<file path="src/hdl/sfkh_pkg.sv">
// Package for the symmetric flow key hash: the beat and pipeline types, the key constants
// and the lookup3 mixing steps.
// It depends on nothing else. Every module of the block imports it.
package sfkh_pkg;

    typedef logic [31:0] word_t;

    // Kind codes carried on the func field.
    localparam logic [2:0] FUNC_IPV4_PORTS = 3'd0;
    localparam logic [2:0] FUNC_IPV4_OTHER = 3'd1;
    localparam logic [2:0] FUNC_IPV6       = 3'd2;
    localparam logic [2:0] FUNC_ZIGBEE     = 3'd3;

    // Fixed port pair for IPv4 packets without ports.
    localparam logic [15:0] FIXED_SP = 16'hfeed;
    localparam logic [15:0] FIXED_DP = 16'hbeef;

    // Key lengths in 32-bit words.
    localparam logic [3:0] WORDS_IPV4   = 4'd5;
    localparam logic [3:0] WORDS_IPV6   = 4'd11;
    localparam logic [3:0] WORDS_ZIGBEE = 4'd2;

    // Constant that lookup3 adds to the initial state.
    localparam word_t HASH_INIT = 32'hdeadbeef;

    // Number of full mixing rounds that the longest key needs.
    localparam int ROUNDS = 3;

    // One input beat as it arrives on the ports.
    typedef struct packed {
        logic [2:0]  func;
        logic [63:0] src_hi;
        logic [63:0] src_lo;
        logic [63:0] dst_hi;
        logic [63:0] dst_lo;
        logic [15:0] src_port;
        logic [15:0] dst_port;
        logic [7:0]  proto;
        logic [7:0]  tunnel_depth;
        logic [15:0] vlan_outer;
        logic [15:0] vlan_inner;
    } in_t;

    // Outcome of the ordering compares.
    typedef struct packed {
        logic v4_src_gt;
        logic v6_src_gt;
        logic port_src_gt;
    } cmp_t;

    // Internal state of the hash.
    typedef struct packed {
        word_t a;
        word_t b;
        word_t c;
    } abc_t;

    // Payload that travels down the hash pipeline. The mixing words are consumed
    // three at a time from the bottom; round_en[0] says whether the next round applies.
    typedef struct packed {
        logic                         zero;
        logic [ROUNDS-1:0]            round_en;
        logic [3*ROUNDS-1:0][31:0]    mix_words;
        logic [1:0][31:0]             tail_words;
        abc_t                         st;
    } hp_t;

    function automatic word_t rotl(input word_t x, input int unsigned k);
        return (x << k) | (x >> (32 - k));
    endfunction

    // First half of the lookup3 mix: add three key words, then three steps.
    function automatic abc_t mix_first(input abc_t s, input word_t k0, input word_t k1,
                                       input word_t k2);
        word_t a;
        word_t b;
        word_t c;
        a = s.a + k0;
        b = s.b + k1;
        c = s.c + k2;
        a = a - c; a = a ^ rotl(c, 4);  c = c + b;
        b = b - a; b = b ^ rotl(a, 6);  a = a + c;
        c = c - b; c = c ^ rotl(b, 8);  b = b + a;
        return '{a: a, b: b, c: c};
    endfunction

    // Second half of the lookup3 mix.
    function automatic abc_t mix_second(input abc_t s);
        word_t a;
        word_t b;
        word_t c;
        a = s.a;
        b = s.b;
        c = s.c;
        a = a - c; a = a ^ rotl(c, 16); c = c + b;
        b = b - a; b = b ^ rotl(a, 19); a = a + c;
        c = c - b; c = c ^ rotl(b, 4);  b = b + a;
        return '{a: a, b: b, c: c};
    endfunction

    // First half of the lookup3 final: add the last two words, then four steps.
    function automatic abc_t final_first(input abc_t s, input word_t t0, input word_t t1);
        word_t a;
        word_t b;
        word_t c;
        a = s.a + t0;
        b = s.b + t1;
        c = s.c;
        c = c ^ b; c = c - rotl(b, 14);
        a = a ^ c; a = a - rotl(c, 11);
        b = b ^ a; b = b - rotl(a, 25);
        c = c ^ b; c = c - rotl(b, 16);
        return '{a: a, b: b, c: c};
    endfunction

    // Second half of the lookup3 final; the hash is the c word of the result.
    function automatic abc_t final_second(input abc_t s);
        word_t a;
        word_t b;
        word_t c;
        a = s.a;
        b = s.b;
        c = s.c;
        a = a ^ c; a = a - rotl(c, 4);
        b = b ^ a; b = b - rotl(a, 14);
        c = c ^ b; c = c - rotl(b, 24);
        return '{a: a, b: b, c: c};
    endfunction

endpackage

</file>
<file path="src/hdl/sfkh_mix.sv">
// One lookup3 mixing round over two register stages, applied only when the round is
// enabled for the beat. Consumes the lowest three key words.
// Depends on sfkh_pkg.
module sfkh_mix
    import sfkh_pkg::*;
(
    input  logic clk,
    input  logic rst_n,
    input  logic in_valid,
    input  hp_t  in_hp,
    output logic out_valid,
    output hp_t  out_hp
);

    logic h1_valid_reg;
    hp_t  h1_hp_reg;
    hp_t  h1_hp_next;
    logic h2_valid_reg;
    hp_t  h2_hp_reg;
    hp_t  h2_hp_next;

    always_ff @(posedge clk or negedge rst_n)
    begin
        if (!rst_n)
        begin
            h1_valid_reg <= 1'b0;
            h2_valid_reg <= 1'b0;
        end
        else
        begin
            h1_valid_reg <= in_valid;
            h2_valid_reg <= h1_valid_reg;
        end
    end

    // First half: key word additions and three steps.
    always_comb
    begin
        h1_hp_next = in_hp;
        if (in_hp.round_en[0])
        begin
            h1_hp_next.st = mix_first(in_hp.st, in_hp.mix_words[0], in_hp.mix_words[1],
                                      in_hp.mix_words[2]);
        end
    end

    // Second half, then move the next round's words and enable to the bottom.
    always_comb
    begin
        h2_hp_next           = h1_hp_reg;
        h2_hp_next.mix_words = h1_hp_reg.mix_words >> 96;
        h2_hp_next.round_en  = {1'b0, h1_hp_reg.round_en[ROUNDS-1:1]};
        if (h1_hp_reg.round_en[0])
        begin
            h2_hp_next.st = mix_second(h1_hp_reg.st);
        end
    end

    always_ff @(posedge clk)
    begin
        h1_hp_reg <= h1_hp_next;
        h2_hp_reg <= h2_hp_next;
    end

    assign out_valid = h2_valid_reg;
    assign out_hp    = h2_hp_reg;

endmodule

</file>
<file path="config.mk">
export PLATFORM = sky130hd
export DESIGN_NAME = sfkh_mix
export DESIGN_NICKNAME = d
export VERILOG_FILES = /design/src/hdl/sfkh_pkg.sv /design/src/hdl/sfkh_mix.sv
export SDC_FILE = /design/constraint.sdc
export NUM_CORES = 2
export LEC_CHECK = 0
export BUFFER_PORTS_ARGS = -buffer_cell sky130_fd_sc_hd__buf_2
export CELL_PAD_IN_SITES_DETAIL_PLACEMENT = 0
export CELL_PAD_IN_SITES_GLOBAL_PLACEMENT = 2
export CORE_AREA = 2 2 357 359
export DETAILED_ROUTE_END_ITERATION = 7
export DIE_AREA = 0 0 359 361
export GPL_TIMING_DRIVEN = 0
export HOLD_SLACK_MARGIN = 0.05
export PLACE_DENSITY_LB_ADDON = 0.1
export SYNTH_ARGS = -nofsm -noshare
export SYNTH_HDL_FRONTEND = slang
export SYNTH_SLANG_ARGS = --single-unit
export TNS_END_PERCENT = 5
</file>
<file path="constraint.sdc">
create_clock -name clk -period 8.7 [get_ports clk]
set_clock_uncertainty 0.2 [all_clocks]
set_input_delay 0.87 -clock clk [delete_from_list [all_inputs] [get_ports clk]]
set_output_delay 0.87 -clock clk [all_outputs]
set_load 0.05 [all_outputs]
</file>
# After elaboration in Yosys (flattened, before gate mapping)
# Index checks and enable logic that the tools add are counted.
# Widths: inputs -> output; s select.
dict set report totals {
  latch_bits 0
  n_memories 0
  word_cells 57
  ff_bits 713
  romBits 0
  ram_bits 0
  inputBits 455
  output_inout_bits 453
}
dict set report op_classes {
  order_cmp 0
  n_mul 0
  n_mux 2
  div_mod_pow 0
  shift 0
  n_reduce_logical 0
  eq_ne 0
  n_addsub 15
  bitwise 12
}
# operator count
set op_table {}
lappend op_table {{$add 32x32->32} 9}
lappend op_table {{$mux 96} 2}
lappend op_table {{$sub 32x32->32} 6}
lappend op_table {{$xor 32x32->32} 6}
lappend op_table {{$or 32x4->32} 2}
lappend op_table {{$or 32x16->32} 1}
lappend op_table {{$or 32x19->32} 1}
lappend op_table {{$or 32x6->32} 1}
lappend op_table {{$or 32x8->32} 1}

# Depth between registers and ports, before layout
dict set report depth {
  ltp_word 8
  mapped_depth 46
  mapped_depth_nobuf 46
}

# Worst setup path before layout
# OpenSTA, ideal clock, no wires.
dict set report synth_timing {
  path_kind {input -> register}
  start {input in_hp[0] in the netlist's numbering}
  end {register h1_hp_reg[62] in the netlist's numbering}
  setup_slack_ns -1.223
  setup_time_ns 0.079
  arrival_ns 9.644
  t_required_ns 8.421
  n_path_buf 0
  path_stages 45
  path_cell_list {ha_1 > inv_1 > fa_1 > nor2b_1 > o31a_1 > o41a_1 > o21ai_0 > o21ba_2 > o21bai_1 > a21oi_1 > xnor2_1 > inv_1 > fa_1 > ha_1 > and3_1 > a221oi_1 > o21ai_0 > a2111o_1 > [... 9 more ...] > inv_1 > ha_1 > nor2b_1 > o21ai_0 > a21boi_0 > o21ai_0 > a21boi_0 > o21ai_0 > a21boi_0 > o21a_1 > o211ai_1 > a21oi_1 > o31ai_1 > a211oi_1 > o31ai_1 > a21boi_0 > or4_1 > o211ai_1}
}
# element line_no
set synth_rtl {}
lappend synth_rtl {{start, declared} sfkh_mix.sv:10} ;# input hp_t in_hp,
lappend synth_rtl {{end signal, assigned} sfkh_mix.sv:61} ;# h1_hp_reg <= h1_hp_next;
lappend synth_rtl {{end, declared} sfkh_mix.sv:16} ;# hp_t h1_hp_reg;

==> impl.org <==
** Synth
- Each instance of the synthesized netlist takes up on average 9.506 sq um.
- By area the synthesized netlist is led by dfxtp_1, ha_1, xnor2_1, a21oi_1, xor2_1.
- The share of the Yosys chip area taken by registers is 0.3568.
- Of the post-synthesis cell area, the dominant cell type holds 0.3556.
- The Yosys step of the flow raised 0 warnings.
- Synthesis-stage register bit count :: 713
- Cell type with the largest total area after synthesis :: dfxtp_1
- Synthesis handed over a netlist of 4211 instances.
- Async S/R FF share, synth :: 0.002805
- Cell area after synthesis :: 40030 sq um
- Counting flops with a built-in enable in the synthesized netlist gives 0.
- Top FF cell, synth :: dfxtp_1
- In this run, distinct cell masters in the synthesized netlist total 110.

** Timing
- Max-slew violation count :: 0
- Static timing analysis puts the maximum clock frequency at 107.8 MHz.
- Fin crit share :: 1.067
- Unrepaired setup endpoints after global routing :: yes
- The worst pin sits at a relative slew slack of 0.1139.
- Worst Hold Margin :: 0.1017 ns
- For the pin with the worst max-slew slack, the measured transition is 1.329 ns.
- PnR worst setup slack :: -0.5807 ns
- Subtracting the final worst setup slack from the clock period gives 9.281 ns.
- Hold Violations, Final :: 0
- Setup violations remaining at the end of the flow were counted as 19.

** Placed design
- The count of buffers added on input and output ports is 810.
- Detailed Place HPWL :: 139300 microns
- Final estimated routing congestion in global placement :: 0.9375

** Cells and area
- Final net count :: 6281
- Number of flip-flops under the largest register name :: 356
- Area added between synthesis and finish :: 30.62%
- The library cell used most frequently in the layout, excluding fill and tap cells, is buf_2.
- Counting the fill cells in the layout gives 12681.
- In the final layout, the share of cells above drive strength 1 is 0.2780.
- Most used cells in the layout excluding fill and tap cells :: buf_2, dfxtp_1, ha_1

** Outcome
- The final reports fail on negative setup slack.
- Run status :: finished, violations left

** Routing
- For this run, design rule violations remaining after detail routing come to 0.
- The count of nets left with antenna violations once routing finished came out at 0.
- For this run, the detailed router's first-pass iteration total came to 5.
- Number of DRC violations after detailed-routing iteration 0 :: 1693
- For this block, the routed nets add up to 160400 microns of wire.
- Post-DR vias/cell :: 4.772
- Post-DR wirelength/cell :: 22.69 microns
- The routed layout has 33727 vias.

** Clock network
- Clock tree synthesis inserted a total of 75 buffers.
- Largest buffer count on any clock path :: 3
- TritonCTS built the clock tree.
- For the worst-skew pair, the clock arrives at the later sink with an insertion delay of 0.67 ns.
- The clock net in this run drives a total of 713 sinks.
- H-Tree Level Count :: 3
- Clock-pin slew was measured on the worst setup and hold paths at 0.06 ns.
- Clock tree synthesis selected as its root buffer the cell clkbuf_16.

** GRT
- Global-route wire length before repair :: 227600 microns
- Entering global routing, the biggest net connects 15 pins.
- The via count of the first global-routing pass is 33729.
- Gr usage total :: 0.2401
- The initial antenna violation count came to 22.
- Residual overflow from global routing :: 0

** Floorplan
- Num rows :: 130
- Die Width :: 359 microns
- The die covers 129600 sq um.
- The initial utilization of the core area, before any placement, comes to 0.3192.
- Core Region :: 125400 sq um
- Top-Level Pins :: 908
- The die is 361 microns tall.

** Critical path
- By startpoint and endpoint, the worst setup path is classified as in -> reg.
- STA puts the critical path data required time at 9.04 ns.
- On the critical path the largest part of the delay comes from compound AO/OA/AOI/OAI gates.
- Startpoint type of the worst setup path :: input port
- Largest fanout of any net on the critical path :: 6
- Slowest cell on crit path :: xnor2_2
- On the worst path, the slowest cell contributes a delay of 0.65 ns.
- Endpoint kind of the worst setup timing path :: flop
- Counting both buffers and inverters, the worst setup path holds a total of 6.
- STA puts the critical path data arrival time at 9.63 ns.

** Min path
- The min-delay analysis places its worst path in the category in -> reg.

** Flow run
- The tool flagged a number of max-cap violations equal to 0.
-- cells in the mapped netlist, drive strengths merged, types with 63 or more instances --
cell type	number
nor3	77
nand3	63
nand2	173
buf	102
dfxtp	711
inv	316
ha	429
xnor2	438
a21o	124
o21a	70
mux2	106
o21ai	174
a21oi	344
nor2	284
xor2	146
-- routing by layer --
metal,up-vias,routed length (microns),track usage
met5,-,33,0
met4,4,5425,0.07752
met3,165,7625,0.02905
met2,888,73980,0.4019
met1,15894,73300,0.3208
li1,16776,-,-
-- kinds of logic (layout without fill, tap and decap cells) --
| kind of cell | count (synthesis) | count (layout) | share of synthesized area |
|---|---|---|---|
| buffers and inverters | 452 | 1555 | 0.05267 |
| and+or+nand+nor | 831 | 831 | 0.09890 |
| other | 1 | 105 | 0.00009368 |
| adders and majority gates | 476 | 476 | 0.1564 |
| DFF | 713 | 713 | 0.3568 |
| muxes | 110 | 110 | 0.03091 |
| xor gates and xnor gates | 590 | 590 | 0.1338 |
| AOI/OAI and AO/OA | 1038 | 1038 | 0.1704 |
-- path summary, 6_finish.rpt --
kind	startpoint	to	slack, ns	cells after the start
worst max-delay path	in_hp[0]	h1_hp_reg[63]$_DFF_P_	-0.58	42
worst min-delay path	in_hp[434]	h1_hp_reg[434]$_DFF_P_	0.10	1
worst max register to register	h1_hp_reg[0]$_DFF_P_	out_hp[63]$_DFF_P_	-0.03	32
worst min register to register	h1_hp_reg[298]$_DFF_P_	out_hp[202]$_DFF_P_	0.11	0
max in group asynchronous	rst_n	h1_valid_reg$_DFF_PN0_	7.87	2
min in group asynchronous	rst_n	out_valid$_DFF_PN0_	0.34	2
-- worst reg2reg max path: cells and delay by family, from the launching register on --
family                   cells  cell delay, ns
AO/OA/AOI/OAI               18            4.36
XOR/XNOR                     4            1.37
adder cells (fa/ha/maj)      4            1.36
AND/OR/NAND/NOR              3            0.56
flip-flops                   1            0.44
buffers and inverters        3            0.34
-- cell type report --
type / count / area (sq um) / area share
multi-input cells: 3142 / 25640 / 0.4903
flip-flops and latches: 713 / 14290 / 0.2732
repair buffers: 971 / 5600 / 0.1071
clock buffers: 110 / 2228 / 0.04262
well taps: 1650 / 2064 / 0.03948
inverters: 316 / 1186 / 0.02269
plain buffers: 136 / 922.1 / 0.01764
clock inverters: 22 / 341.6 / 0.006533
diodes: 8 / 20.02 / 0.0003829
-- through the flow --
stage	TNS, ns	area, sq um	std cells	worst slack (ns)	utilization
2_1_floorplan	-3.665	40590	4307	-0.4686	-
3_3_place_gp	-144.75	46710	6767	-3.652	0.3725
3_5_place_dp	-143.90	46710	6767	-3.575	0.3725
4_1_cts	-4.439	51940	7051	-0.4883	0.4141
5_1_grt	-13.99	52270	7061	-0.9729	0.4168
6_report	-5.055	52290	7068	-0.5807	0.4169
-- repair_timing --
item,4_1_cts,5_1_grt
setup endpoints to repair,72,43
pin swaps,114,29
gates resized for setup,195,52
hold endpoints to repair,82,0
gates cloned,0,0
buffers inserted,71,10
hold buffers,81,0
Power is left out: the tool's default activity adds up to more than one toggle a clock period on the data nets, which glitch-free logic cannot reach.
