--- config.mk ---
export PLATFORM = sky130hd
export DESIGN_NAME = sfkh_final
export DESIGN_NICKNAME = d
export VERILOG_FILES = /design/src/hdl/sfkh_pkg.sv /design/src/hdl/sfkh_final.sv
export SDC_FILE = /design/constraint.sdc
export NUM_CORES = 1
export LEC_CHECK = 0
export ABC_AREA = 1
export BUFFER_PORTS_ARGS = -buffer_cell sky130_fd_sc_hd__buf_4
export CORE_ASPECT_RATIO = 0.6
export CORE_MARGIN = 10
export CORE_UTILIZATION = 51
export CTS_BUF_LIST = sky130_fd_sc_hd__clkbuf_4 sky130_fd_sc_hd__clkbuf_8 sky130_fd_sc_hd__clkbuf_16
export DETAILED_ROUTE_END_ITERATION = 8
export PLACE_DENSITY = 0.79
export SLEW_MARGIN = 20
export SYNTH_ARGS = -nofsm -noshare
export SYNTH_HDL_FRONTEND = slang
export SYNTH_SLANG_ARGS = --single-unit
--- constraint.sdc ---
create_clock -name clk -period 7.9 [get_ports clk]
set_clock_uncertainty 0.1 [all_clocks]
set_input_delay 1.185 -clock clk [delete_from_list [all_inputs] [get_ports clk]]
set_output_delay 1.185 -clock clk [all_outputs]
set_load 0.02 [all_outputs]
--- src/hdl/sfkh_pkg.sv ---
// Package for the symmetric flow key hash: the beat and pipeline types, the key constants
// and the lookup3 mixing steps.
// It depends on nothing else. Every module of the block imports it.
package sfkh_pkg;

    typedef logic [31:0] word_t;

    // Kind codes carried on the func field.
    localparam logic [2:0] FUNC_IPV4_PORTS = 3'd0;
    localparam logic [2:0] FUNC_IPV4_OTHER = 3'd1;
    localparam logic [2:0] FUNC_IPV6       = 3'd2;
    localparam logic [2:0] FUNC_ZIGBEE     = 3'd3;

    // Fixed port pair for IPv4 packets without ports.
    localparam logic [15:0] FIXED_SP = 16'hfeed;
    localparam logic [15:0] FIXED_DP = 16'hbeef;

    // Key lengths in 32-bit words.
    localparam logic [3:0] WORDS_IPV4   = 4'd5;
    localparam logic [3:0] WORDS_IPV6   = 4'd11;
    localparam logic [3:0] WORDS_ZIGBEE = 4'd2;

    // Constant that lookup3 adds to the initial state.
    localparam word_t HASH_INIT = 32'hdeadbeef;

    // Number of full mixing rounds that the longest key needs.
    localparam int ROUNDS = 3;

    // One input beat as it arrives on the ports.
    typedef struct packed {
        logic [2:0]  func;
        logic [63:0] src_hi;
        logic [63:0] src_lo;
        logic [63:0] dst_hi;
        logic [63:0] dst_lo;
        logic [15:0] src_port;
        logic [15:0] dst_port;
        logic [7:0]  proto;
        logic [7:0]  tunnel_depth;
        logic [15:0] vlan_outer;
        logic [15:0] vlan_inner;
    } in_t;

    // Outcome of the ordering compares.
    typedef struct packed {
        logic v4_src_gt;
        logic v6_src_gt;
        logic port_src_gt;
    } cmp_t;

    // Internal state of the hash.
    typedef struct packed {
        word_t a;
        word_t b;
        word_t c;
    } abc_t;

    // Payload that travels down the hash pipeline. The mixing words are consumed
    // three at a time from the bottom; round_en[0] says whether the next round applies.
    typedef struct packed {
        logic                         zero;
        logic [ROUNDS-1:0]            round_en;
        logic [3*ROUNDS-1:0][31:0]    mix_words;
        logic [1:0][31:0]             tail_words;
        abc_t                         st;
    } hp_t;

    function automatic word_t rotl(input word_t x, input int unsigned k);
        return (x << k) | (x >> (32 - k));
    endfunction

    // First half of the lookup3 mix: add three key words, then three steps.
    function automatic abc_t mix_first(input abc_t s, input word_t k0, input word_t k1,
                                       input word_t k2);
        word_t a;
        word_t b;
        word_t c;
        a = s.a + k0;
        b = s.b + k1;
        c = s.c + k2;
        a = a - c; a = a ^ rotl(c, 4);  c = c + b;
        b = b - a; b = b ^ rotl(a, 6);  a = a + c;
        c = c - b; c = c ^ rotl(b, 8);  b = b + a;
        return '{a: a, b: b, c: c};
    endfunction

    // Second half of the lookup3 mix.
    function automatic abc_t mix_second(input abc_t s);
        word_t a;
        word_t b;
        word_t c;
        a = s.a;
        b = s.b;
        c = s.c;
        a = a - c; a = a ^ rotl(c, 16); c = c + b;
        b = b - a; b = b ^ rotl(a, 19); a = a + c;
        c = c - b; c = c ^ rotl(b, 4);  b = b + a;
        return '{a: a, b: b, c: c};
    endfunction

    // First half of the lookup3 final: add the last two words, then four steps.
    function automatic abc_t final_first(input abc_t s, input word_t t0, input word_t t1);
        word_t a;
        word_t b;
        word_t c;
        a = s.a + t0;
        b = s.b + t1;
        c = s.c;
        c = c ^ b; c = c - rotl(b, 14);
        a = a ^ c; a = a - rotl(c, 11);
        b = b ^ a; b = b - rotl(a, 25);
        c = c ^ b; c = c - rotl(b, 16);
        return '{a: a, b: b, c: c};
    endfunction

    // Second half of the lookup3 final; the hash is the c word of the result.
    function automatic abc_t final_second(input abc_t s);
        word_t a;
        word_t b;
        word_t c;
        a = s.a;
        b = s.b;
        c = s.c;
        a = a ^ c; a = a - rotl(c, 4);
        b = b ^ a; b = b - rotl(a, 14);
        c = c ^ b; c = c - rotl(b, 24);
        return '{a: a, b: b, c: c};
    endfunction

endpackage

--- src/hdl/sfkh_final.sv ---
// lookup3 final over two register stages; the second stage is the result register that
// drives the strobe and the hash.
// Depends on sfkh_pkg.
module sfkh_final
    import sfkh_pkg::*;
(
    input  logic  clk,
    input  logic  rst_n,
    input  logic  in_valid,
    input  hp_t   in_hp,
    output logic  done,
    output word_t key_hash
);

    logic  f1_valid_reg;
    logic  f1_zero_reg;
    abc_t  f1_st_reg;
    abc_t  f1_st_next;
    logic  done_reg;
    word_t hash_reg;
    word_t hash_next;

    always_ff @(posedge clk or negedge rst_n)
    begin
        if (!rst_n)
        begin
            f1_valid_reg <= 1'b0;
            done_reg     <= 1'b0;
        end
        else
        begin
            f1_valid_reg <= in_valid;
            done_reg     <= f1_valid_reg;
        end
    end

    // Tail words go in here; the remainder is always two words for the known kinds.
    assign f1_st_next = final_first(in_hp.st, in_hp.tail_words[0], in_hp.tail_words[1]);

    always_comb
    begin
        abc_t fin;
        fin       = final_second(f1_st_reg);
        hash_next = f1_zero_reg ? '0 : fin.c;
    end

    always_ff @(posedge clk)
    begin
        f1_st_reg   <= f1_st_next;
        f1_zero_reg <= in_hp.zero;
        hash_reg    <= hash_next;
    end

    assign done     = done_reg;
    assign key_hash = hash_reg;

endmodule

==> results of run 1 <==
-- repair_timing --
item | CTS
pin swaps | 233
setup endpoints to repair | 72
buffers inserted | 163
hold endpoints to repair | 0
gates resized for setup | 587
-- layer usage --
metal | GRT overflow | global-route usage, %
met5 | 14 | 72.41
met4 | 790 | 106.4
met3 | 160 | 87.45
met2 | 2855 | 123.6
met1 | 181 | 90.26
-- Yosys cell counts (12+ instances only) --
cell,count,area (sq um)
o21ai_0,102,510.5
dfxtp_1,129,2582
nand3_1,172,860.8
a21o_1,12,90.09
nand4_1,45,281.5
nand3b_1,13,97.59
xnor2_1,138,1209
nor2_1,161,604.3
nand3_2,14,140.1
inv_2,13,48.80
xor2_1,252,2207
a21oi_1,294,1471
inv_1,499,1873
o21ai_1,18,90.09
nand2_1,805,3022
ha_1,271,3391
nor3_1,31,155.2
nand2_2,65,406.6
o21bai_1,14,105.1
o21a_1,28,210.2
nor2_2,16,100.1
-- cells by family after synthesis --
kind of cell               count (synthesis)  synth area share [%]
and+or+nand+nor                         1346                 28.40
DFF                                      131                 12.73
AOI/OAI and AO/OA                        531                 14.47
buffers and inverters                    518                 9.417
xor gates and xnor gates                 405                 17.70
adders and majority gates                280                 17.27
-- through the flow --
step,instance area (sq um),setup WS (ns)
2_1_floorplan,21210,-1.119
3_3_place_gp,31400,-2.462
3_5_place_dp,31400,-2.600
4_1_cts,35800,-1.327
==> run summary, run 1 <==
The run stopped with a tool error. It got as far as global routing (5_1_grt) and failed there. The tool reported: "[ERROR GRT-0232] Routing congestion too high. Check the congestion heatmap in the GUI". In the global-route stage, repair_timing last flagged the worst endpoint as f1_st_reg[30]$_DFF_P_/D. The share of the Yosys chip area taken by registers is 12.73%. Counting the buffers created by CTS gives 17.

The number of buffer cells added on primary ports came out at 196. The die extent in x is 279.9 um. Summing every instance area after synthesis gives 0.02067 sq mm.

The predominant post-synthesis flop cell is dfxtp_1. For this run the aggregate overflow at the end of global routing stands at 4000. The initial utilization of the core area, before any placement, comes to 51.40%. The final weighted congestion of routability-driven global placement came out at 1.205.

CTS built an H-tree with a depth of 4. The net count after synthesis came out at 3946. The post-synthesis area per instance came out at 6.438 sq um.

The I/O pin count is 488. The standard-cell row count came out at 57. Counting flops with a built-in enable in the synthesized netlist gives 0.

For this run, the total global-route usage over all layers was measured as 100.4%. The die is 176.0 um tall. For this run, the number of Yosys warnings is 0. The number of hold buffers added after CTS is 0. After synthesis, the share of flip-flops with an asynchronous set or reset is 1.527%.

The number of clock sinks came out at 131. The maximum clock path buffer count is 2. The tree is rooted in a clkbuf_16. The number of library cell types mapped by synthesis came out at 56. The instance count of the mapped netlist is 3211.

The largest net degree at the start of global routing came out at 22. The number of storage elements in the synthesis netlist is 131. The post-detailed-placement half-perimeter wirelength came out at 97620 um. The number of placed cells counting well taps came out at 4999.

After the last repair the worst path ends at a sequential cell input.
==> run 2, diff against run 1 <==
--- a/config.mk
+++ b/config.mk
@@ -7,12 +7,10 @@
 export LEC_CHECK = 0
 export ABC_AREA = 1
 export BUFFER_PORTS_ARGS = -buffer_cell sky130_fd_sc_hd__buf_4
-export CORE_ASPECT_RATIO = 0.6
 export CORE_MARGIN = 10
-export CORE_UTILIZATION = 51
-export CTS_BUF_LIST = sky130_fd_sc_hd__clkbuf_4 sky130_fd_sc_hd__clkbuf_8 sky130_fd_sc_hd__clkbuf_16
+export CORE_UTILIZATION = 40
 export DETAILED_ROUTE_END_ITERATION = 8
-export PLACE_DENSITY = 0.79
+export PLACE_DENSITY_LB_ADDON = 0.15
 export SLEW_MARGIN = 20
 export SYNTH_ARGS = -nofsm -noshare
 export SYNTH_HDL_FRONTEND = slang
==> constraint.sdc (replaced) <==
create_clock -name clk -period 10.3 [get_ports clk]
set_clock_uncertainty 0.1 [all_clocks]
set_input_delay 1.545 -clock clk [delete_from_list [all_inputs] [get_ports clk]]
set_output_delay 1.545 -clock clk [all_outputs]
set_load 0.02 [all_outputs]
==> run summary, run 2 <==
Leaving out fill and tap cells, the most frequent cell in the layout is buf_4. The parity-gate share of the synthesized area counting xor and xnor cells came out at 17.70%. The final count of pins violating max slew was 0.

The number of storage elements in the synthesis netlist is 131. The combined flip-flop and latch cell area came out at 0.002634 sq mm. The number of antenna violations at the first check in global routing is 3. Setup repair after global routing could not meet its margin everywhere.

The critical path depth in cells is 65. Among the stages of the critical path, the cell type that occurs most often is nand2_2. The number of placed cells counting well taps is 4779. The post-detailed-placement half-perimeter wirelength came out at 76840 um. On the worst path, the slowest cell contributes a delay of 0.40 ns. The part of the Yosys area used for sequential elements is 12.73%. The number of hold buffers added after CTS is 0.

In the layout the commonest cells are buf_4, nand2_1, inv_1. The total via count in the routed design came out at 23840. The met1 routed wirelength after detailed routing came out at 38010 um. The clock transition at the registers of the reported paths is 0.06 ns. In this run the worst setup path terminates at f1_st_reg[30]. The portion of netlist area occupied by mux cells is 0%. The maximum fanout along the worst path came out at 4. Once routing completed, OpenROAD measured the worst setup slack at 0.3319 ns. The routed length per instance came out at 17.80 um.

The layout filler cell count came out at 5132. The final weighted congestion of routability-driven global placement is 1.035. The timing startpoint of the critical path is in_hp[38]. The area fraction in compound gates after synthesis came out at 14.47%. The number of DRC violations after detailed routing came out at 0.

The transition time of the tightest slew-check pin is 0.7821 ns. Summed over its instances, the top area cell type makes up 16.40% of the synthesized netlist area. The count of maximum capacitance violations is 0. The clock buffer count from CTS came out at 17. The vias per cell came out at 4.927. Synthesis produced a netlist whose cell count is 3211.

The critical path's slowest cell is fa_2. The worst-skew pair later-pin latency came out at 0.44 ns. The first TritonRoute pass finished after 5 iterations.

The cell family with the largest share of critical-path delay is compound AO/OA/AOI/OAI gates. The maximum clock path buffer count came out at 2. The number of levels the H-tree was split into came out at 4.

The clock tree root driver cell is clkbuf_16. TritonCTS built the clock tree. Ranked by total cell area, the synthesized netlist is headed by ha_1, nand2_1, dfxtp_1, xor2_1, inv_1. At the end of the flow the core is filled with cells to 58.68%.

The number of enable flip-flop cells after synthesis is 0. The logic depth of the worst register-to-register path is 55. The minimum clock period is 9.968 ns. By area, the combinational part of the netlist is dominated by simple AND/OR/NAND/NOR gates.

The area of the mapped netlist is 0.02067 sq mm. The worst hold path depth is 0. Once the floorplan was initialized, standard cells occupied 40.38% of the core. The fraction of layout cells with a size suffix above 1 is 30.78%. From bottom edge to top edge, the die measures 247.3 um. The area added between synthesis and finish is 45.31%. The met3 routed wirelength is 4883 um. Across all register-to-register paths, the minimum setup slack is 0.83 ns. Measured along the x axis, the die boundary spans 247.3 um.

The critical path startpoint category is an input port. The yosys synthesis warning count came out at 0. In this run the critical register-to-register path is launched from f1_st_reg[30]. The area of the placeable core is 0.05120 sq mm. The post-route fraction of the period consumed by the critical path is 96.78%. The buffers plus inverters on the worst setup path is 13.

The endpoint identified for the worst register-to-register timing path is key_hash[31]. The count of nets after finishing is 4880. The post-route antenna net violation count is 0. The path class of the tightest hold or removal check is flip-flop to flip-flop. Prior to clock tree synthesis, the placed netlist has a worst setup slack of -0.5746 ns. The global-route wire length before repair is 127200 um. The number of failing hold endpoints at the final stage came out at 0. Entering global routing, the biggest net connects 22 pins. Measured against its own limit, the worst slew margin works out to 47.79%. Summed over all layers, the routed wires come to 86120 um. By instance count, the leading cell after synthesis is nand2_1. The worst setup path is of the input port to flip-flop kind. The net count after synthesis is 3946. The number of buffer cells added on primary ports is 196. The fraction of the mapped netlist area in adder cells came out at 17.27%. The standard-cell row count is 83. The sum of overflow across all layers after global routing is 0.

The post-synthesis area per instance came out at 6.438 sq um. For this block, the initial DRC count from the detailed router was 1565. STA classifies the critical path endpoint as a flip-flop.

Of all flip-flops after synthesis, the portion carrying an async set or reset was 1.527%. Setup violations remaining at the end of the flow were counted as 0. During I/O placement, the number of pins put on the boundary was 488. Counting instances in the post-synthesis netlist gives the leading cell types as nand2_1, inv_1, a21oi_1. The highest metal layer carrying signal wires in the routed design is met4.

The non-filler instance count after layout came out at 4838. The multi-input gate area in the final layout is 0.01712 sq mm. The number of global-route vias before repair was 22720. The predominant post-synthesis flop cell is dfxtp_1. The required time of the worst setup path is 10.53 ns. The overall routing resource usage is 27.13%. The number of flip-flops under the largest register name came out at 96. The detailed route wirelength on metal2 came out at 39500 um. The maximum clock frequency is 0.1003 GHz. The run finished with clean final reports.

For this design, the sink count on the clock tree is 131. The endpoint arrival time on the critical path came out at 10.20 ns. The number of library cell types mapped by synthesis is 56. The simple-gate area share of the yosys netlist is 28.40%. The repair_antennas step left the layout with diodes totalling 0. The floorplan step defined a die boundary enclosing 0.06118 sq mm. The dominant cell type by area after synthesis is ha_1.
[run 2: what timing repair did]
action	4_1_cts	5_1_grt
setup buffers	0	27
setup endpoints to repair	18	32
pin swaps	2	75
resized for setup	6	222
[run 2: kinds of logic (layout without fill, tap and decap cells)]
kind of cell	Yosys count	in the layout
AOI/OAI and AO/OA	531	531
DFF	131	131
buffers and inverters	518	1465
xor gates and xnor gates	405	405
adders and majority gates	280	280
and+or+nand+nor	1346	1346
[run 2: worst min-delay path by stage]
stage | startpoint | end | slack (ns)
floorplan | f1_valid_reg | done | 0.23
global placement | f1_valid_reg | done | 0.24
detailed placement | f1_valid_reg | done | 0.25
CTS | f1_valid_reg | done | 0.26
global route | f1_valid_reg | done | 0.27
finish | f1_valid_reg | done | 0.26
[run 2: area by class of cell]
class / instances / area share, %
timing repair buffer: 920 / 23.07
clock inverter: 14 / 0.4790
tap: 680 / 2.832
sequential: 131 / 8.767
clock buffer: 18 / 1.462
inverter: 513 / 6.418
multi-input combinational: 2562 / 56.97
[run 2: metrics by stage]
stage / hold WS [ns] / area, sq um / TNS (ns)
2_1_floorplan: 0.2312 / 20670 / 0
3_3_place_gp: 0.2357 / 28210 / -10.28
3_5_place_dp: 0.2486 / 28210 / -11.23
4_1_cts: 0.2618 / 28810 / 0
5_1_grt: 0.2658 / 30040 / -0.9355
6_report: 0.2595 / 30040 / 0
[run 2: routing by layer]
metal | vias up | GRT usage, %
met1 | 10690 | 34.78
li1 | 12280 | -
met2 | 732 | 45.65
met4 | 0 | 11.22
met5 | - | 0
met3 | 133 | 2.892
Power of run 2 is not shown: default switching activity piles up to over one toggle a cycle in this logic, so the estimate is an artifact.
