### config.mk
export PLATFORM = sky130hd
export DESIGN_NAME = sfkh_norm
export DESIGN_NICKNAME = d
export VERILOG_FILES = /design/src/hdl/sfkh_pkg.sv /design/src/hdl/sfkh_norm.sv
export SDC_FILE = /design/constraint.sdc
export NUM_CORES = 1
export LEC_CHECK = 0
export BUFFER_PORTS_ARGS = -buffer_cell sky130_fd_sc_hd__buf_4
export CAP_MARGIN = 20
export CORE_AREA = 2 2 323 325
export CTS_CLUSTER_DIAMETER = 100
export DETAILED_ROUTE_END_ITERATION = 16
export DIE_AREA = 0 0 325 327
export PLACE_DENSITY_LB_ADDON = 0.3
export SKIP_LAST_GASP = 1
export SLEW_MARGIN = 10
export SYNTH_ARGS = -nofsm -noshare
export SYNTH_HDL_FRONTEND = slang
export SYNTH_SLANG_ARGS = --single-unit
### constraint.sdc
create_clock -name clk -period 3.7 [get_ports clk]
set_input_delay 0.555 -clock clk [delete_from_list [all_inputs] [get_ports clk]]
set_output_delay 0.555 -clock clk [all_outputs]
set_load 0.03 [all_outputs]
### src/hdl/sfkh_pkg.sv
// Package for the symmetric flow key hash: the beat and pipeline types, the key constants
// and the lookup3 mixing steps.
// It depends on nothing else. Every module of the block imports it.
package sfkh_pkg;

    typedef logic [31:0] word_t;

    // Kind codes carried on the func field.
    localparam logic [2:0] FUNC_IPV4_PORTS = 3'd0;
    localparam logic [2:0] FUNC_IPV4_OTHER = 3'd1;
    localparam logic [2:0] FUNC_IPV6       = 3'd2;
    localparam logic [2:0] FUNC_ZIGBEE     = 3'd3;

    // Fixed port pair for IPv4 packets without ports.
    localparam logic [15:0] FIXED_SP = 16'hfeed;
    localparam logic [15:0] FIXED_DP = 16'hbeef;

    // Key lengths in 32-bit words.
    localparam logic [3:0] WORDS_IPV4   = 4'd5;
    localparam logic [3:0] WORDS_IPV6   = 4'd11;
    localparam logic [3:0] WORDS_ZIGBEE = 4'd2;

    // Constant that lookup3 adds to the initial state.
    localparam word_t HASH_INIT = 32'hdeadbeef;

    // Number of full mixing rounds that the longest key needs.
    localparam int ROUNDS = 3;

    // One input beat as it arrives on the ports.
    typedef struct packed {
        logic [2:0]  func;
        logic [63:0] src_hi;
        logic [63:0] src_lo;
        logic [63:0] dst_hi;
        logic [63:0] dst_lo;
        logic [15:0] src_port;
        logic [15:0] dst_port;
        logic [7:0]  proto;
        logic [7:0]  tunnel_depth;
        logic [15:0] vlan_outer;
        logic [15:0] vlan_inner;
    } in_t;

    // Outcome of the ordering compares.
    typedef struct packed {
        logic v4_src_gt;
        logic v6_src_gt;
        logic port_src_gt;
    } cmp_t;

    // Internal state of the hash.
    typedef struct packed {
        word_t a;
        word_t b;
        word_t c;
    } abc_t;

    // Payload that travels down the hash pipeline. The mixing words are consumed
    // three at a time from the bottom; round_en[0] says whether the next round applies.
    typedef struct packed {
        logic                         zero;
        logic [ROUNDS-1:0]            round_en;
        logic [3*ROUNDS-1:0][31:0]    mix_words;
        logic [1:0][31:0]             tail_words;
        abc_t                         st;
    } hp_t;

    function automatic word_t rotl(input word_t x, input int unsigned k);
        return (x << k) | (x >> (32 - k));
    endfunction

    // First half of the lookup3 mix: add three key words, then three steps.
    function automatic abc_t mix_first(input abc_t s, input word_t k0, input word_t k1,
                                       input word_t k2);
        word_t a;
        word_t b;
        word_t c;
        a = s.a + k0;
        b = s.b + k1;
        c = s.c + k2;
        a = a - c; a = a ^ rotl(c, 4);  c = c + b;
        b = b - a; b = b ^ rotl(a, 6);  a = a + c;
        c = c - b; c = c ^ rotl(b, 8);  b = b + a;
        return '{a: a, b: b, c: c};
    endfunction

    // Second half of the lookup3 mix.
    function automatic abc_t mix_second(input abc_t s);
        word_t a;
        word_t b;
        word_t c;
        a = s.a;
        b = s.b;
        c = s.c;
        a = a - c; a = a ^ rotl(c, 16); c = c + b;
        b = b - a; b = b ^ rotl(a, 19); a = a + c;
        c = c - b; c = c ^ rotl(b, 4);  b = b + a;
        return '{a: a, b: b, c: c};
    endfunction

    // First half of the lookup3 final: add the last two words, then four steps.
    function automatic abc_t final_first(input abc_t s, input word_t t0, input word_t t1);
        word_t a;
        word_t b;
        word_t c;
        a = s.a + t0;
        b = s.b + t1;
        c = s.c;
        c = c ^ b; c = c - rotl(b, 14);
        a = a ^ c; a = a - rotl(c, 11);
        b = b ^ a; b = b - rotl(a, 25);
        c = c ^ b; c = c - rotl(b, 16);
        return '{a: a, b: b, c: c};
    endfunction

    // Second half of the lookup3 final; the hash is the c word of the result.
    function automatic abc_t final_second(input abc_t s);
        word_t a;
        word_t b;
        word_t c;
        a = s.a;
        b = s.b;
        c = s.c;
        a = a ^ c; a = a - rotl(c, 4);
        b = b ^ a; b = b - rotl(a, 14);
        c = c ^ b; c = c - rotl(b, 24);
        return '{a: a, b: b, c: c};
    endfunction

endpackage

### src/hdl/sfkh_norm.sv
// Front end of the flow hash: captures a beat, orders addresses and ports, and lays out
// the key words and the initial hash state. Three register stages.
// Depends on sfkh_pkg.
module sfkh_norm
    import sfkh_pkg::*;
(
    input  logic  clk,
    input  logic  rst_n,
    input  logic  in_valid,
    input  in_t   in_item,
    input  word_t seed,
    output logic  out_valid,
    output hp_t   out_hp
);

    logic s1_valid_reg;
    in_t  s1_item_reg;
    logic s2_valid_reg;
    in_t  s2_item_reg;
    cmp_t s2_cmp_reg;
    cmp_t s2_cmp_next;
    logic s3_valid_reg;
    hp_t  s3_hp_reg;
    hp_t  s3_hp_next;

    // Valid bits of the three stages.
    always_ff @(posedge clk or negedge rst_n)
    begin
        if (!rst_n)
        begin
            s1_valid_reg <= 1'b0;
            s2_valid_reg <= 1'b0;
            s3_valid_reg <= 1'b0;
        end
        else
        begin
            s1_valid_reg <= in_valid;
            s2_valid_reg <= s1_valid_reg;
            s3_valid_reg <= s2_valid_reg;
        end
    end

    // Ordering compares on the captured beat.
    always_comb
    begin
        s2_cmp_next.v4_src_gt   = s1_item_reg.src_lo[31:0] > s1_item_reg.dst_lo[31:0];
        s2_cmp_next.v6_src_gt   = (s1_item_reg.src_hi > s1_item_reg.dst_hi) ||
                                  ((s1_item_reg.src_hi == s1_item_reg.dst_hi) &&
                                   (s1_item_reg.src_lo > s1_item_reg.dst_lo));
        s2_cmp_next.port_src_gt = s1_item_reg.src_port > s1_item_reg.dst_port;
    end

    // Key layout and initial state. IPv4 words sit in the last mixing round, so that the
    // earlier rounds pass them by; ZigBee goes straight to the final.
    always_comb
    begin
        logic [63:0] a_hi;
        logic [63:0] a_lo;
        logic [63:0] b_hi;
        logic [63:0] b_lo;
        word_t       a4;
        word_t       b4;
        logic [15:0] pmax;
        logic [15:0] pmin;
        word_t       port_w;
        word_t       proto_w;
        word_t       vlan_w;
        logic [3:0]  len;

        a_hi    = s2_cmp_reg.v6_src_gt ? s2_item_reg.src_hi : s2_item_reg.dst_hi;
        a_lo    = s2_cmp_reg.v6_src_gt ? s2_item_reg.src_lo : s2_item_reg.dst_lo;
        b_hi    = s2_cmp_reg.v6_src_gt ? s2_item_reg.dst_hi : s2_item_reg.src_hi;
        b_lo    = s2_cmp_reg.v6_src_gt ? s2_item_reg.dst_lo : s2_item_reg.src_lo;
        a4      = s2_cmp_reg.v4_src_gt ? s2_item_reg.src_lo[31:0] : s2_item_reg.dst_lo[31:0];
        b4      = s2_cmp_reg.v4_src_gt ? s2_item_reg.dst_lo[31:0] : s2_item_reg.src_lo[31:0];
        pmax    = s2_cmp_reg.port_src_gt ? s2_item_reg.src_port : s2_item_reg.dst_port;
        pmin    = s2_cmp_reg.port_src_gt ? s2_item_reg.dst_port : s2_item_reg.src_port;
        port_w  = {pmin, pmax};
        proto_w = {8'd0, s2_item_reg.tunnel_depth, 8'd0, s2_item_reg.proto};
        vlan_w  = {s2_item_reg.vlan_inner, s2_item_reg.vlan_outer};
        len     = WORDS_ZIGBEE;

        s3_hp_next            = '0;
        s3_hp_next.zero       = 1'b0;
        case (s2_item_reg.func) inside
            FUNC_IPV4_PORTS, FUNC_IPV4_OTHER:
            begin
                len                        = WORDS_IPV4;
                s3_hp_next.round_en        = 3'b100;
                s3_hp_next.mix_words[6]    = a4;
                s3_hp_next.mix_words[7]    = b4;
                s3_hp_next.mix_words[8]    = (s2_item_reg.func == FUNC_IPV4_PORTS) ?
                                             port_w : {FIXED_DP, FIXED_SP};
                s3_hp_next.tail_words[0]   = proto_w;
                s3_hp_next.tail_words[1]   = vlan_w;
            end
            FUNC_IPV6:
            begin
                len                        = WORDS_IPV6;
                s3_hp_next.round_en        = 3'b111;
                s3_hp_next.mix_words[0]    = a_hi[63:32];
                s3_hp_next.mix_words[1]    = a_hi[31:0];
                s3_hp_next.mix_words[2]    = a_lo[63:32];
                s3_hp_next.mix_words[3]    = a_lo[31:0];
                s3_hp_next.mix_words[4]    = b_hi[63:32];
                s3_hp_next.mix_words[5]    = b_hi[31:0];
                s3_hp_next.mix_words[6]    = b_lo[63:32];
                s3_hp_next.mix_words[7]    = b_lo[31:0];
                s3_hp_next.mix_words[8]    = port_w;
                s3_hp_next.tail_words[0]   = proto_w;
                s3_hp_next.tail_words[1]   = vlan_w;
            end
            FUNC_ZIGBEE:
            begin
                len                        = WORDS_ZIGBEE;
                s3_hp_next.round_en        = 3'b000;
                s3_hp_next.tail_words[0]   = {pmax, s2_item_reg.vlan_outer};
                s3_hp_next.tail_words[1]   = {s2_item_reg.vlan_inner, pmin};
            end
            default:
            begin
                // Unknown kind: the hash is forced to zero at the end.
                s3_hp_next.zero            = 1'b1;
                s3_hp_next.round_en        = 3'b000;
            end
        endcase

        s3_hp_next.st.a = HASH_INIT + {26'd0, len, 2'b00} + seed;
        s3_hp_next.st.b = s3_hp_next.st.a;
        s3_hp_next.st.c = s3_hp_next.st.a;
    end

    // Payload registers.
    always_ff @(posedge clk)
    begin
        s1_item_reg <= in_item;
        s2_item_reg <= s1_item_reg;
        s2_cmp_reg  <= s2_cmp_next;
        s3_hp_reg   <= s3_hp_next;
    end

    assign out_valid = s3_valid_reg;
    assign out_hp    = s3_hp_reg;

endmodule

=== Yosys cells after proc, flatten, opt, wreduce, memory -nomap -nowiden ===
Index checks and enable logic that the tools add are counted.

* Output and inout port bits: 453
* Flip-flop bits (word level): 1072
* Word-level logic and storage cells: 80
* Bits of input ports: 374

* Muxes and demuxes: 18
* Bitwise gates (word level): 2
* $add $sub $neg: 2
* Equality and inequality tests: 4
* $lt $le $gt $ge: 4
* Reduce and logical (&&, ||, !) cells: 7

{| class="wikitable"
|+ Operators with widths
! operator !! count
|-
| $mux 64 || 7
|-
| $mux 96 || 2
|-
| $gt 64x64->1 || 2
|-
| $mux 32 || 3
|-
| $eq 64x64->1 || 1
|-
| $add 31x7->32 const A || 1
|-
| $add 32x32->32 || 1
|-
| $gt 32x32->1 || 1
|-
| $mux 16 || 2
|-
| $gt 16x16->1 || 1
|-
| $mux 4 || 2
|-
| $eq 3x2->1 const B || 2
|-
| $reduce_or 3->1 || 2
|-
| $reduce_or 4->1 || 1
|-
| $eq 3x1->1 const B || 1
|-
| $logic_not 3->1 || 1
|-
| $mux 3 || 1
|-
| $not 1->1 || 2
|-
| $reduce_or 2->1 || 1
|-
| $logic_and 1x1->1 || 1
|-
| $logic_or 1x1->1 || 1
|-
| $mux 1 || 1
|}

=== Depth between registers and ports, before layout ===
* Depth in word-level cells: 5
* Mapped depth: 14
* Depth with buffers taken out: 13

=== Least setup slack after synthesis ===
OpenSTA, ideal clock, no wires.

* Kind: register -> register
* Start: register s2_item_reg[338] (netlist name)
* End: register s3_hp_reg, in the netlist out_hp[28]
* Cell stages (with the launch flop): 15
* Path buffers: 1
* Clock period less this slack: 3076 ps
* Data required time: 3609 ps
* Data arrival time: 2985 ps
* Library setup time: 91 ps
* Path slack: 624 ps
* Cell sequence: dfxtp_1 or2_2 clkbuf_1 nand2_1 inv_1 ha_1 inv_1 ha_1 a211oi_1 nor3_1 o31ai_2 a21oi_2 nor3_1 o21ai_1 a311oi_1

{| class="wikitable"
|+ RTL lines
! element !! RTL line !! source
|-
| start, declared || sfkh_norm.sv:19 || <nowiki>in_t s2_item_reg;</nowiki>
|-
| start signal, assigned || sfkh_norm.sv:137 || <nowiki>s2_item_reg <= s1_item_reg;</nowiki>
|-
| end signal, assigned || sfkh_norm.sv:139 || <nowiki>s3_hp_reg <= s3_hp_next;</nowiki>
|-
| end, declared || sfkh_norm.sv:23 || <nowiki>hp_t s3_hp_reg;</nowiki>
|}

==> run metrics <==
status complete, no violations; Area Overhead vs Synth 45.5%; class of the tightest hold or removal check input port to flip-flop; Tmin final roughly 3.4 ns; Max H-tree Level 3; die width ~330 um; setup bufs post-CTS 0; critical path startpoint s2_item_reg[338]; Final GP Congestion 0.880; relative slew slack a little under 30%; most frequent cells in the layout dfxtp_1 (1065), buf_4 (844), dlygate4sd3_1 (343), mux2i_1 (288), nor2_1 (238); first-pass GRT wire length 142000 um; Die ar. between 100000 and 150000 sq um; Worst VDD drop ~0.41 mV; WHS ~0.11 ns; CP max FO 6; synth unique cells between 60 and 70; WP data arrival 4.01 ns; maxcap violations 0; root buf cell clkbuf_16; CTS Buf Count around 110; FMAX between 0.2 and 0.3 GHz; GRT overflow 0; Setup Viol. Count Final 0; DP Area 39500 sq um; number of warnings issued by yosys 0; Clock transition at path regs 0.06 ns; initial core utilization between 30% and 40%; period utilization 92.7%; max-slew violation count 0; Layout Skew between 0.02 and 0.03 ns; share of cells above drive strength 1 between 20% and 30%; Antenna Nets Post-Route 0; crit path capture type flip-flop; syn_area_per_cell around 12 sq um; DRC Markers 0; Mapped Cells between 2000 and 3000; dpl hpwl slightly above 70000 um; Nets 4329; Synth Flop Type dfxtp_1; Skew-Pair Late Insertion Delay 0.68 ns; Critical Path RT 4.28 ns; row cnt between 100 and 150; crit-path max cell delay 0.39 ns; worst r2r src s2_item_reg[338]; CORE AREA approximately 100000 sq um; Setup TNS Final 0 ns; TritonCTS clock tree built; asr flop ratio synth less than 1%; Avg WL per Cell 18.2 um; most common cell after layout, fill and taps aside dfxtp_1; RSZ-0062 raised after global routing false; worst path cell trace or2_2, nand2_1, inv_1, ha_1, inv_1, ha_1, a211oi_1, nor3_1, o31ai_2, a21oi_2, nor3_1, o21ai_1, a311oi_1; worst path bufs/invs 2; Non-Filler Instances between 5000 and 6000; I/O pin total 827; crit path kind flip-flop to flip-flop; Pwr Density just under 600 nW/um^2; largest net degree at the start of global routing between 100 and 150; drt total wl 95900 um; drt pass-1 iters 7; Port Buffer Count a little over 800; clk sinks 1071; worst hold start seed[15]; DRT iter0 DRCs 808; Setup crit start kind flip-flop; initial antenna violation count 13; cell family with most CP delay compound AO/OA/AOI/OAI gates; Via Count 22500; sequential fraction of the synthesis area ~67%; Util after Layout between 40 and 50%; via density per instance ~4.3; syn_nets around 3200; EDFF count, synth 0; Max stage delay cell, worst path ha_1; DIE HEIGHT 327 um; Yosys reg bits ~1100; Worst-Margin Slew about 1.1 ns; cts repair resizes 0; cell area after synthesis 32200 sq um; post-route cell area ~47000 sq um; GRT Total Usage between 10% and 20%; Max Root-Sink Buffers 3; vias in the first global route around 23000; Fin. Hold Viols 0; max FFs per register roughly 390; leak pwr around 22 nW; post-placement cell count 4700
synthesized netlist by cell type, drive strengths merged, types with 10 or more instances:
cell type	n	area share, %
ha	177	6.9
nor2b	32	0.62
xnor2	23	0.63
dfxtp	1068	66
a22o	41	1.1
nand4	35	0.68
o21ai	70	1.1
nor3	12	0.19
a21o	32	0.75
and2	12	0.23
nand2	55	0.64
o22ai	34	0.66
mux2i	288	9.0
inv	182	2.1
buf	86	1.8
clkbuf	61	0.71
nand3	14	0.22
o211ai	10	0.23
a21oi	76	1.2
nor2	238	2.8
final timing paths:
path | to | slack (ns) | cells after the start
min | out_hp[15] | 0.11 | 2
min reg2reg | s2_item_reg[30] | 0.32 | 0
max reg2reg | out_hp[28] | 0.27 | 13
min in group asynchronous | out_valid | 0.21 | 2
max | out_hp[28] | 0.27 | 13
max in group asynchronous | s1_valid_reg | 3.40 | 2
layer usage:
metal	up-vias	wire length (um)	global-route usage, %	share of wire [%]
li1	11100	-	-	-
met1	10500	38200	19.7	40
met2	658	48800	32.0	51
met3	186	5740	4.83	6.0
met4	6	3080	6.21	3.2
met5	-	44	0	0.046
repair_timing:
item / in CTS / in global routing
endpoints found under the setup margin: 0 / 0
hold endpoints to repair: 345 / 0
hold buffers: 343 / 0
cell type report:
cell class	instances	area, sq um
antenna	8	20.0
clock buffer	156	3260
clock inverter	51	567
fill	9527	56100
inverter	182	691
multi-input combinational	1220	9250
sequential	1071	21500
tap	1380	1730
timing repair buffer	1190	9830
cells by family (layout without fill, tap and decap cells):
family	Yosys count	in the layout	share of synthesized area, %
xor gates and xnor gates	27	27	0.735
other	0	8	0
and+or+nand+nor	424	424	6.00
muxes	288	288	8.96
adders and majority gates	178	178	6.95
AOI/OAI and AO/OA	303	303	6.06
DFF	1071	1071	66.7
buffers and inverters	329	1579	4.61
report_power, final:
| group | switching, W | leakage (nW) | internal, W | total, W |
|---|---|---|---|---|
| Sequential | 0.000405 | 8.97 | 0.0122 | 0.0126 |
| Combinational | 0.00204 | 11.1 | 0.00163 | 0.00367 |
| Clock | 0.00462 | 1.89 | 0.00679 | 0.0114 |
through the flow:
step           setup slack (ns)  total power (W)
2_1_floorplan             0.624           0.0149
4_1_cts                   0.275           0.0280
5_1_grt                  0.0461           0.0288
3_3_place_gp              0.450           0.0162
3_5_place_dp              0.296           0.0163
6_report                  0.272           0.0277
(Power assumes the default switching activity.)
